[src/design/euc2w_pkg.sv]
// ----------------------------------------------------------------------------
// euc2w_pkg
// Shared types and constants of the EUC-JP to wide code decoder.
// ----------------------------------------------------------------------------
package euc2w_pkg;

    localparam logic [7:0]  BYTE_SS2       = 8'h8E;
    localparam logic [7:0]  BYTE_SS3       = 8'h8F;
    localparam logic [7:0]  BYTE_HIGH_BIT  = 8'h80;
    localparam logic [15:0] CODE_KANA_BASE = 16'h0080;
    localparam logic [15:0] CODE_SS3_BASE  = 16'h8000;
    localparam logic [15:0] CODE_DBL_BASE  = 16'h8080;
    localparam logic [15:0] CODES_MAX      = 16'hFFFF;
    localparam logic [15:0] LIMIT_RESET    = 16'd256;

    typedef struct packed {
        logic [15:0] wide_code;
        logic        is_end;
        logic        terminator_fit;
    } t_result;

    typedef struct packed {
        logic    valid0;
        logic    valid1;
        t_result res0;
        t_result res1;
    } t_push;

    typedef enum logic [4:0] {
        PH_IDLE = 5'b00001,
        PH_SS2  = 5'b00010,
        PH_SS3A = 5'b00100,
        PH_SS3B = 5'b01000,
        PH_DBL  = 5'b10000
    } t_phase;

endpackage

[src/design/euc2w_result_fifo.sv]
// ----------------------------------------------------------------------------
// euc2w_result_fifo
// Small result queue that takes up to two results per cycle and hands out one.
// ----------------------------------------------------------------------------
module euc2w_result_fifo (
    input  logic              i_clk,
    input  logic              i_rst_n,
    input  euc2w_pkg::t_push  i_push,
    output logic              o_space,
    output logic              o_valid,
    input  logic              i_ready,
    output euc2w_pkg::t_result o_result
);
    import euc2w_pkg::*;

    localparam int DEPTH = 4;
    localparam int PW    = $clog2(DEPTH);
    localparam int CW    = $clog2(DEPTH + 1);

    t_result         mem [DEPTH];
    logic [PW-1:0]   r_wr_ptr, n_wr_ptr;
    logic [PW-1:0]   r_rd_ptr, n_rd_ptr;
    logic [CW-1:0]   r_count, n_count;
    logic [PW-1:0]   wr_ptr1;
    logic            pop;
    logic [CW-1:0]   push_cnt;

    assign wr_ptr1  = r_wr_ptr + PW'(1);
    assign pop      = o_valid && i_ready;
    assign push_cnt = CW'(i_push.valid0) + CW'(i_push.valid1);
    assign o_valid  = (r_count != '0);
    assign o_space  = (r_count <= CW'(DEPTH - 2));
    assign o_result = mem[r_rd_ptr];

    always_comb begin
        n_wr_ptr = r_wr_ptr + PW'(push_cnt);
        n_rd_ptr = r_rd_ptr + PW'(pop);
        n_count  = r_count + push_cnt - CW'(pop);
    end

    always_ff @(posedge i_clk) begin
        if (i_push.valid0) begin
            mem[r_wr_ptr] <= i_push.res0;
        end
        if (i_push.valid1) begin
            mem[wr_ptr1] <= i_push.res1;
        end
    end

    always_ff @(posedge i_clk) begin
        if (!i_rst_n) begin
            r_wr_ptr <= '0;
            r_rd_ptr <= '0;
            r_count  <= '0;
        end else begin
            r_wr_ptr <= n_wr_ptr;
            r_rd_ptr <= n_rd_ptr;
            r_count  <= n_count;
        end
    end

    a_count_bound: assert property (@(posedge i_clk) disable iff (!i_rst_n)
        r_count <= CW'(DEPTH))
        else $error("result queue count exceeds depth");

    a_no_overflow: assert property (@(posedge i_clk) disable iff (!i_rst_n)
        (r_count + push_cnt - CW'(pop)) <= CW'(DEPTH))
        else $error("result queue overflow");

    a_second_needs_first: assert property (@(posedge i_clk) disable iff (!i_rst_n)
        i_push.valid1 |-> i_push.valid0)
        else $error("second result pushed without first");

endmodule

[src/design/euc_to_wide_char_decoder_unit.sv]
// ----------------------------------------------------------------------------
// euc_to_wide_char_decoder_unit
// Decodes an EUC-JP byte stream into 16-bit wide codes with end records.
// ----------------------------------------------------------------------------
// The input channel carries one source byte per item, with tlast on the final
// byte of a buffer. The output channel carries one result per item: a decoded
// wide code, or an end record (tuser high) that reports whether the zero
// terminator fit within the configured capacity. The capacity register is
// written through i_out_limit_we and i_out_limit_wdata; the user must write it
// only while the block idles, which the block does not enforce. Each byte is
// decoded in the cycle it is accepted and its results enter a four-entry result
// queue, which offers them in order. One byte is accepted per cycle while the
// queue has space; a byte that yields two results, a code and an end record,
// takes two output items. s_axis_tready drops when the queue has fewer than two
// free entries, so a stalled receiver holds back the source once the queue holds
// more than two results. Reset clears state and queue and sets capacity to 256.
// ----------------------------------------------------------------------------
module euc_to_wide_char_decoder_unit (
    input  logic        i_clk,
    input  logic        i_rst_n,
    input  logic        i_out_limit_we,
    input  logic [15:0] i_out_limit_wdata,
    input  logic        s_axis_tvalid,
    output logic        s_axis_tready,
    input  logic [7:0]  s_axis_tdata,   // [7:0] in_byte
    input  logic        s_axis_tlast,   // in_last
    output logic        m_axis_tvalid,
    input  logic        m_axis_tready,
    output logic [23:0] m_axis_tdata,   // [15:0] wide_code, [16] terminator_fit, rest zero
    output logic        m_axis_tuser    // is_end
);
    import euc2w_pkg::*;

    logic [15:0] r_out_limit;
    t_phase      r_phase, n_phase;
    logic [6:0]  r_held_high, n_held_high;
    logic [15:0] r_codes_written, n_codes_written;
    logic        r_stopped, n_stopped;

    logic        accept;
    logic        space;
    logic [7:0]  in_byte;
    logic        in_last;
    logic [6:0]  lo7;
    logic        have_code;
    logic [15:0] code;
    logic [15:0] cw_inc;
    logic [16:0] cw_plus1;
    t_push       push;
    t_result     out_res;

    assign in_byte       = s_axis_tdata;
    assign in_last       = s_axis_tlast;
    assign lo7           = in_byte[6:0];
    assign s_axis_tready = space;
    assign accept        = s_axis_tvalid && space;
    assign cw_plus1      = {1'b0, r_codes_written} + 17'd1;
    assign cw_inc        = r_codes_written + 16'((r_codes_written != CODES_MAX) ? 1 : 0);

    always_comb begin
        n_phase         = r_phase;
        n_held_high     = r_held_high;
        n_codes_written = r_codes_written;
        n_stopped       = r_stopped;
        have_code       = 1'b0;
        code            = '0;
        push            = '0;

        if (accept) begin
            if (r_stopped) begin
                if (in_last) begin
                    n_stopped = 1'b0;
                    n_codes_written = '0;
                end
            end else begin
                unique case (r_phase)
                    PH_SS2: begin
                        have_code = 1'b1;
                        code = CODE_KANA_BASE | {9'd0, lo7};
                    end
                    PH_SS3A: begin
                        if (in_last) begin
                            push.valid0 = 1'b1;
                            push.res0 = '{16'd0, 1'b1,
                                cw_plus1 < {1'b0, r_out_limit}};
                            n_phase = PH_IDLE;
                            n_held_high = '0;
                            n_codes_written = '0;
                        end else begin
                            n_held_high = lo7;
                            n_phase = PH_SS3B;
                        end
                    end
                    PH_SS3B: begin
                        have_code = 1'b1;
                        code = CODE_SS3_BASE | {1'b0, r_held_high, 1'b0, lo7};
                    end
                    PH_DBL: begin
                        have_code = 1'b1;
                        code = CODE_DBL_BASE | {1'b0, r_held_high, 1'b0, lo7};
                    end
                    default: begin
                        if (in_byte == 8'd0 || r_codes_written >= r_out_limit) begin
                            push.valid0 = 1'b1;
                            push.res0 = '{16'd0, 1'b1, r_codes_written < r_out_limit};
                            n_phase = PH_IDLE;
                            n_held_high = '0;
                            if (in_last) begin
                                n_codes_written = '0;
                            end else begin
                                n_stopped = 1'b1;
                            end
                        end else if (in_byte < BYTE_HIGH_BIT) begin
                            have_code = 1'b1;
                            code = {8'd0, in_byte};
                        end else if (in_last) begin
                            push.valid0 = 1'b1;
                            push.res0 = '{16'd0, 1'b1,
                                cw_plus1 < {1'b0, r_out_limit}};
                            n_phase = PH_IDLE;
                            n_held_high = '0;
                            n_codes_written = '0;
                        end else if (in_byte == BYTE_SS2) begin
                            n_phase = PH_SS2;
                        end else if (in_byte == BYTE_SS3) begin
                            n_phase = PH_SS3A;
                        end else begin
                            n_held_high = lo7;
                            n_phase = PH_DBL;
                        end
                    end
                endcase

                if (have_code) begin
                    push.valid0 = 1'b1;
                    push.res0 = '{code, 1'b0, 1'b0};
                    n_codes_written = cw_inc;
                    n_phase = PH_IDLE;
                    n_held_high = '0;
                    if (in_last) begin
                        push.valid1 = 1'b1;
                        push.res1 = '{16'd0, 1'b1, cw_inc < r_out_limit};
                        n_codes_written = '0;
                    end
                end
            end
        end
    end

    always_ff @(posedge i_clk) begin
        if (!i_rst_n) begin
            r_out_limit     <= LIMIT_RESET;
            r_phase         <= PH_IDLE;
            r_held_high     <= '0;
            r_codes_written <= '0;
            r_stopped       <= 1'b0;
        end else begin
            if (i_out_limit_we) begin
                r_out_limit <= i_out_limit_wdata;
            end
            r_phase         <= n_phase;
            r_held_high     <= n_held_high;
            r_codes_written <= n_codes_written;
            r_stopped       <= n_stopped;
        end
    end

    euc2w_result_fifo u_fifo (
        .i_clk    (i_clk),
        .i_rst_n  (i_rst_n),
        .i_push   (push),
        .o_space  (space),
        .o_valid  (m_axis_tvalid),
        .i_ready  (m_axis_tready),
        .o_result (out_res)
    );

    assign m_axis_tdata = {7'd0, out_res.terminator_fit, out_res.wide_code};
    assign m_axis_tuser = out_res.is_end;

    a_stopped_idle: assert property (@(posedge i_clk) disable iff (!i_rst_n)
        r_stopped |-> (r_phase == PH_IDLE))
        else $error("decoder stopped outside idle phase");

    a_held_clear: assert property (@(posedge i_clk) disable iff (!i_rst_n)
        (r_phase == PH_IDLE || r_phase == PH_SS2 || r_phase == PH_SS3A)
            |-> (r_held_high == '0))
        else $error("held high byte not cleared");

    a_last_rearms: assert property (@(posedge i_clk) disable iff (!i_rst_n)
        (accept && in_last) |=> (r_codes_written == '0 && !r_stopped
            && r_phase == PH_IDLE))
        else $error("decoder not rearmed after last byte");

    a_end_only_second: assert property (@(posedge i_clk) disable iff (!i_rst_n)
        push.valid1 |-> (push.res1.is_end && !push.res0.is_end))
        else $error("second result is not an end record after a code");

endmodule
[config.mk]
export PLATFORM = sky130hd
export DESIGN_NAME = euc_to_wide_char_decoder_unit
export DESIGN_NICKNAME = d
export VERILOG_FILES = /design/src/design/euc2w_pkg.sv /design/src/design/euc2w_result_fifo.sv /design/src/design/euc_to_wide_char_decoder_unit.sv
export SDC_FILE = /design/constraint.sdc
export NUM_CORES = 1
export LEC_CHECK = 0
export ABC_AREA = 1
export BUFFER_PORTS_ARGS = -buffer_cell sky130_fd_sc_hd__buf_2
export CAP_MARGIN = 20
export CORE_MARGIN = 1.5
export CORE_UTILIZATION = 55
export DETAILED_ROUTE_END_ITERATION = 8
export PLACE_DENSITY_LB_ADDON = 0.05
export SLEW_MARGIN = 5
export SYNTH_ARGS = -nofsm -noshare
export SYNTH_HDL_FRONTEND = slang
export SYNTH_SLANG_ARGS = --single-unit
[constraint.sdc]
create_clock -name i_clk -period 3.15 [get_ports i_clk]
set_input_delay 0 -clock i_clk [delete_from_list [all_inputs] [get_ports i_clk]]
set_output_delay 0 -clock i_clk [all_outputs]
set_load 0.05 [all_outputs]
* After elaboration in Yosys (flattened, before gate mapping)
Memory sizes are Yosys's and may differ from the RTL's. A register that Yosys moved wholly into a read port is not among the register bits.
Cells that the tools add are included.
** Cells by class
- Equality and inequality tests :: 13
- Muxes and demuxes :: 53
- Add/subtract/negate cells :: 8
- Bitwise logic cells :: 1
- $lt $le $gt $ge :: 6
- Reduce and logical (&&, ||, !) cells :: 10
** Operators by type and width (count)
- 38-bit 2-to-1 mux :: 3
- 16-bit 2-to-1 mux :: 6
- 16-bit case mux with 4 select lines :: 1
- 7-bit 2-to-1 mux :: 7
- 16-bit less-than comparator :: 2
- 16-bit case mux with 2 select lines :: 1
- 5-bit 2-to-1 mux :: 6
- 16-bit by 1-bit adder with 17-bit output (second input constant) :: 1
- 17-bit by 16-bit less-than comparator with 1-bit output :: 1
- 16-bit by 1-bit adder with 16-bit output :: 1
- 8-bit equality test (second input constant) :: 2
- 16-bit >= comparator :: 1
- 1-bit 2-to-1 mux :: 16
- 8-bit 2-to-1 mux :: 2
- 16-bit inequality test (second input constant) :: 1
- 5-bit by 3-bit inequality test with 1-bit output (second input constant) :: 3
- 7-bit case mux with 2 select lines :: 1
- 2-bit 2-to-1 mux :: 5
- 5-bit case mux with 2 select lines :: 1
- 8-bit logical NOT :: 1
- 8-bit less-than comparator (second input constant) :: 1
- 6-bit AND reduction :: 1
- 5-bit by 2-bit equality test with 1-bit output (second input constant) :: 1
- 5-bit by 3-bit equality test with 1-bit output (second input constant) :: 1
- 23 further kinds :: 25
** Storage, ports and cells
- Memories :: 1
- Bits of input ports :: 30
- Register bits after elaboration :: 52
- RAM bits :: 72
- Word-level logic and storage cells :: 100
** Memories
- u_fifo.mem :: words 4, bits a word 18, read ports 1, clocked after Yosys merged registers in 1, wr ports 2, line euc2w_result_fifo.sv:20 : t_result mem [DEPTH];

* Logic depth before layout (Yosys ltp)
- Depth in word-level cells :: 12
- Mapped depth :: 23
- Depth with buffers taken out :: 23

* Modules after synthesis
Synthesis repeated with hierarchy kept, for this count alone.
** Second synthesis, totals
- Cell total of the unflattened synthesis :: 1117
- Area, all modules :: 8364.3 sq um
** Modules (own cells, without submodules)
- euc_to_wide_char_decoder_unit :: instances 1, cells each 672, area each 4330.4 sq um
- euc2w_result_fifo :: instances 1, cells each 445, area each 4033.9 sq um

* Worst setup path before layout
No wires, ideal clock.
- Kind :: register to register
- From :: register u_fifo.r_count[1]
- To :: register u_fifo.r_count[2]
- Library setup time :: 0.128 ns
- Stages on the path, launching flop included :: 15
- Buffers on the path :: 0
- Arrival :: 3.327 ns
- Slack :: -0.305 ns
- Cells stage by stage :: dfxtp_1 -> a21oi_1 -> nand2_1 -> nor2_4 -> inv_1 -> nor2_1 -> nand2_2 -> inv_2 -> ha_1 -> inv_1 -> ha_1 -> fa_1 -> xor2_1 -> inv_1 -> nor2_1
** On the way
- Word-level cells in the longest chain between the ends :: 6
** RTL lines
- from (decl) :: line euc2w_result_fifo.sv:23 : logic [CW-1:0] r_count, n_count;
- from (signal assigned) :: line euc2w_result_fifo.sv:58 : r_count <= n_count;
- 3-bit by 2-bit <= comparator with 1-bit output :: line euc2w_result_fifo.sv:32 : assign o_space = (r_count <= CW'(DEPTH - 2));
- via s_axis_tready :: line euc_to_wide_char_decoder_unit.sv:24 : output logic s_axis_tready,
- 1-bit logical AND :: line euc_to_wide_char_decoder_unit.sv:56 : assign accept = s_axis_tvalid && space;
- 38-bit 2-to-1 mux :: line euc_to_wide_char_decoder_unit.sv:69 : if (accept) begin
- 1-bit by 1-bit adder with 2-bit output :: line euc2w_result_fifo.sv:30 : assign push_cnt = CW'(i_push.valid0) + CW'(i_push.valid1);
- 3-bit adder :: line euc2w_result_fifo.sv:38 : n_count = r_count + push_cnt - CW'(pop);
- 3-bit by 1-bit subtractor with 3-bit output :: line euc2w_result_fifo.sv:38
The timed path passes the listed nets, and every way through them passes these cells.
A chain may end at the register's enable or synchronous reset.

==> impl_metrics.yaml <==
critical_path:
  crit_fanout: 4
  start_kind: "register"
  r2r-start: "r_codes_written[0]$_SDFFE_PN0P_"
  cp_data_required_time_ns: 3.44
  r2r_slack_ns: -0.02
  cpLargestDelayFamily: "simple AND/OR/NAND/NOR gates"
  critPathBufInv: 4
  critPathKind: "reg2reg"
  critPathArrivalTime_ns: 3.46
  endpoint_kind: "register"
  crit_chain: "ha_4 -> nand3_4 -> inv_2 -> nand2_2 -> nor2_2 -> nand4_1 -> ha_4 -> inv_4 -> nor3_2 -> buf_4 -> xor2_1 -> inv_1 -> ha_1 -> a21o_1 -> nand3_1 -> nand2_1 -> o21ai_2 -> a21oi_2 -> nor2_4 -> nand3_2 -> nand2_1"
  r2r-end: "u_fifo.mem[2][0]$_DFFE_PP_"
  cpMaxStageDelayCell: "dfxtp_2"
  path_depth: 21
  worstSetupEndpoint: "u_fifo.mem[2][0]$_DFFE_PP_"
  startpoint: "r_codes_written[0]$_SDFFE_PN0P_"
  r2r_cells: 21
  cpPeakStageDelay_ns: 0.36
clocking:
  clk_pin_slew_ns: 0.06
  cts_buffer_depth: 2
  numCtsBuffers: 17
  worstSkewPairLatency_ns: 0.42
  htreeDepth: 4
  cts_root_buf: "clkbuf_16"
  cts_tree: "yes"
  cts.sinks: 124
detailed_routing:
  drt-pass1-iter-count: 7
  via_per_inst: 5.45
  postRouteAntennaNets: 0
  drt_iter0_drc: 752
  wl_per_cell_um: 15.9
  routed_wl_um: 22900
  drc: 0
  num_vias: 7853
sta:
  fin_ws_ns: -0.0243
  max-slew-margin-rel_pct: 36.7
  period_minus_slack_ns: 3.17
  rsz0062_at_grt: "true"
  worst_pin_slew_ns: 0.948
  drv_slew: 0
  fin_crit_sh_pct: 101
  max_freq_mhz: 315
  finalSetupViolCount: 3
  finalHoldViolations: 0
  clock_skew_ns: 0.00821
yosys:
  synth.most_common_cell: "nand2_1"
  syn_area_um2: 7670
  ys_async_sr_fraction_pct: 0
  synth_cells: 1128
  synth_top_area_share_pct: 30.3
  yosysWarnings: 0
  ys_seq_area_share_pct: 33.4
  syn_avg_cell_area_um2: 6.80
  yosys.area.top_type: "dfxtp_1"
  ys_types: 39
  synth_edf_count: 8
  synthTopCellsByArea: "dfxtp_1 (30%), nand2_1 (13%), ha_1 (9.1%)"
  synth_seq_cells: 124
  synthTopCellsByCount: "nand2_1 (266), inv_1 (134), nor2_1 (123)"
  ys.flop_type: "dfxtp_1"
run:
  cap_violations: 0
floorplanning:
  die_area_um2: 14700
  coreArea_um2: 13500
  die_h_um: 121
  io_pins: 57
  die_w_um: 121
  rows: 42
  start_util_pct: 57.0
cells_and_area:
  fin_cells: 1442
  layout-drive-gt1-share_pct: 20.1
  multi_input_area_um2: 4700
  seq_area_um2: 2570
  finish.utilization_pct: 72.0
  finalNetCount: 1344
  area.growth.synth_to_final_pct: 26.2
  stdcell_area_um2: 9680
  diodes: 0
  nFillCells: 1114
place:
  place_area_um2: 8380
  dpl.cell_count: 1374
  place.gp.congestion: 0.919
  io_buffers: 49
  dp_hpwl_um: 15000
global_routing:
  grt_pass1_wl_um: 35300
  grt_usage_pct: 30.8
  grt-ovfl-total: 0
  grt_antenna_before_repair: 0
  grt_start_max_net_pins: 48
  grt_pass1_vias: 7073
power_and_ir_drop:
  total_power_mw: 7.48
  power.density_nw_per_um2: 772
  ir_drop_v: 0.000469
  power_leakage_nw: 4.90
min_path:
  hold_path.class: "in2reg"
status:
  violations: "setup timing"
  status: "finished, violations left"
[layout make-up]
class | instances | area share, %
multi-input combinational | 814 | 48.5
sequential | 124 | 26.5
timing repair buffer | 155 | 11.4
inverter | 145 | 5.72
clock buffer | 21 | 4.86
tap | 176 | 2.27
clock inverter | 7 | 0.711
[state kept, by name, summed over array words and instances, names as in the netlist]
signal	cells
r_out_limit	16
r_phase	5
u_fifo.mem	72
u_fifo.r_rd_ptr	2
u_fifo.r_wr_ptr	2
r_codes_written	16
r_held_high	7
u_fifo.r_count	3
r_stopped	1
[kinds of logic after synthesis]
group | synth area share, %
AO/OA/AOI/OAI | 11.8
XOR/XNOR | 3.65
adder cells (fa/ha/maj) | 9.39
buffers and inverters | 10.9
flip-flops | 33.4
other | 0.0489
AND/OR/NAND/NOR | 30.9
[what timing repair did]
action                                  CTS  global route
gates cloned                              0             0
hold buffers                             23             0
endpoints found under the hold margin    21             0
setup buffers                             4            13
endpoints found under the setup margin    5             6
pin swaps                                11            32
gates resized for setup                  29            55
[power breakdown]
part           leakage (nW)  switching [mW]  total [mW]  internal, mW
Combinational          3.61            2.37        3.54          1.17
Clock                 0.263           0.706        1.83          1.12
Sequential             1.02           0.180        2.11          1.92
[layout by cell type, fill, tap and decap left out, types with 8 or more instances in the layout]
master | Yosys | routed
nand2_1 | 266 | 258
ha_4 | 0 | 14
nand3_1 | 117 | 110
dfxtp_1 | 116 | 112
a21oi_1 | 93 | 84
nand2_4 | 8 | 10
xor2_1 | 29 | 27
nor2_1 | 123 | 110
nor2_4 | 2 | 9
clkbuf_16 | 0 | 17
nand2_2 | 2 | 8
inv_1 | 134 | 131
nor2_2 | 2 | 8
nor3_1 | 10 | 9
buf_4 | 9 | 81
ha_1 | 56 | 41
a21oi_2 | 0 | 9
dlygate4sd3_1 | 0 | 23
o21ai_0 | 56 | 55
nand4_1 | 13 | 13
buf_2 | 9 | 49
edfxtp_1 | 8 | 8
o22ai_1 | 8 | 8
[per-layer routing]
layer  GRT usage, %  vias to the layer above  routed length [um]
li1               -                     3878                   -
met1           45.3                     3592               10800
met2           45.2                      344                9830
met3           6.20                       39                1860
met4           9.63                        0                 377
met5              0                        -                   0
[worst min path at each step]
stage,from,end,slack (ns),depth (start not counted)
final,s_axis_tdata[2],r_held_high[2]$_SDFFE_PN0P_,0.01,5
after global routing,i_rst_n,r_held_high[1]$_SDFFE_PN0P_,0.06,3
after global placement,i_out_limit_wdata[8],r_out_limit[8]$_SDFFE_PN1P_,0.24,3
after CTS,s_axis_tdata[2],r_held_high[2]$_SDFFE_PN0P_,0.004,5
after floorplan,i_out_limit_we,r_out_limit[8]$_SDFFE_PN1P_,0.11,1
after detailed placement,i_out_limit_wdata[8],r_out_limit[8]$_SDFFE_PN1P_,0.24,3
[metrics by stage]
step / worst slack [ns] / hold slack, ns / TNS [ns]
2_1_floorplan: 0.0141 / 0.113 / 0
3_3_place_gp: -0.169 / 0.236 / -0.646
3_5_place_dp: -0.257 / 0.241 / -0.923
4_1_cts: -0.0115 / 0.00449 / -0.0115
5_1_grt: -0.141 / 0.0564 / -0.546
6_report: -0.0243 / 0.0140 / -0.0327
[worst min-delay path: stages]
cell     delay (ns)
buf_2          0.13
nand3_1        0.08
nand3_1        0.07
nand2_1        0.06
nor2_1         0.04
(Power assumes the default switching activity.)
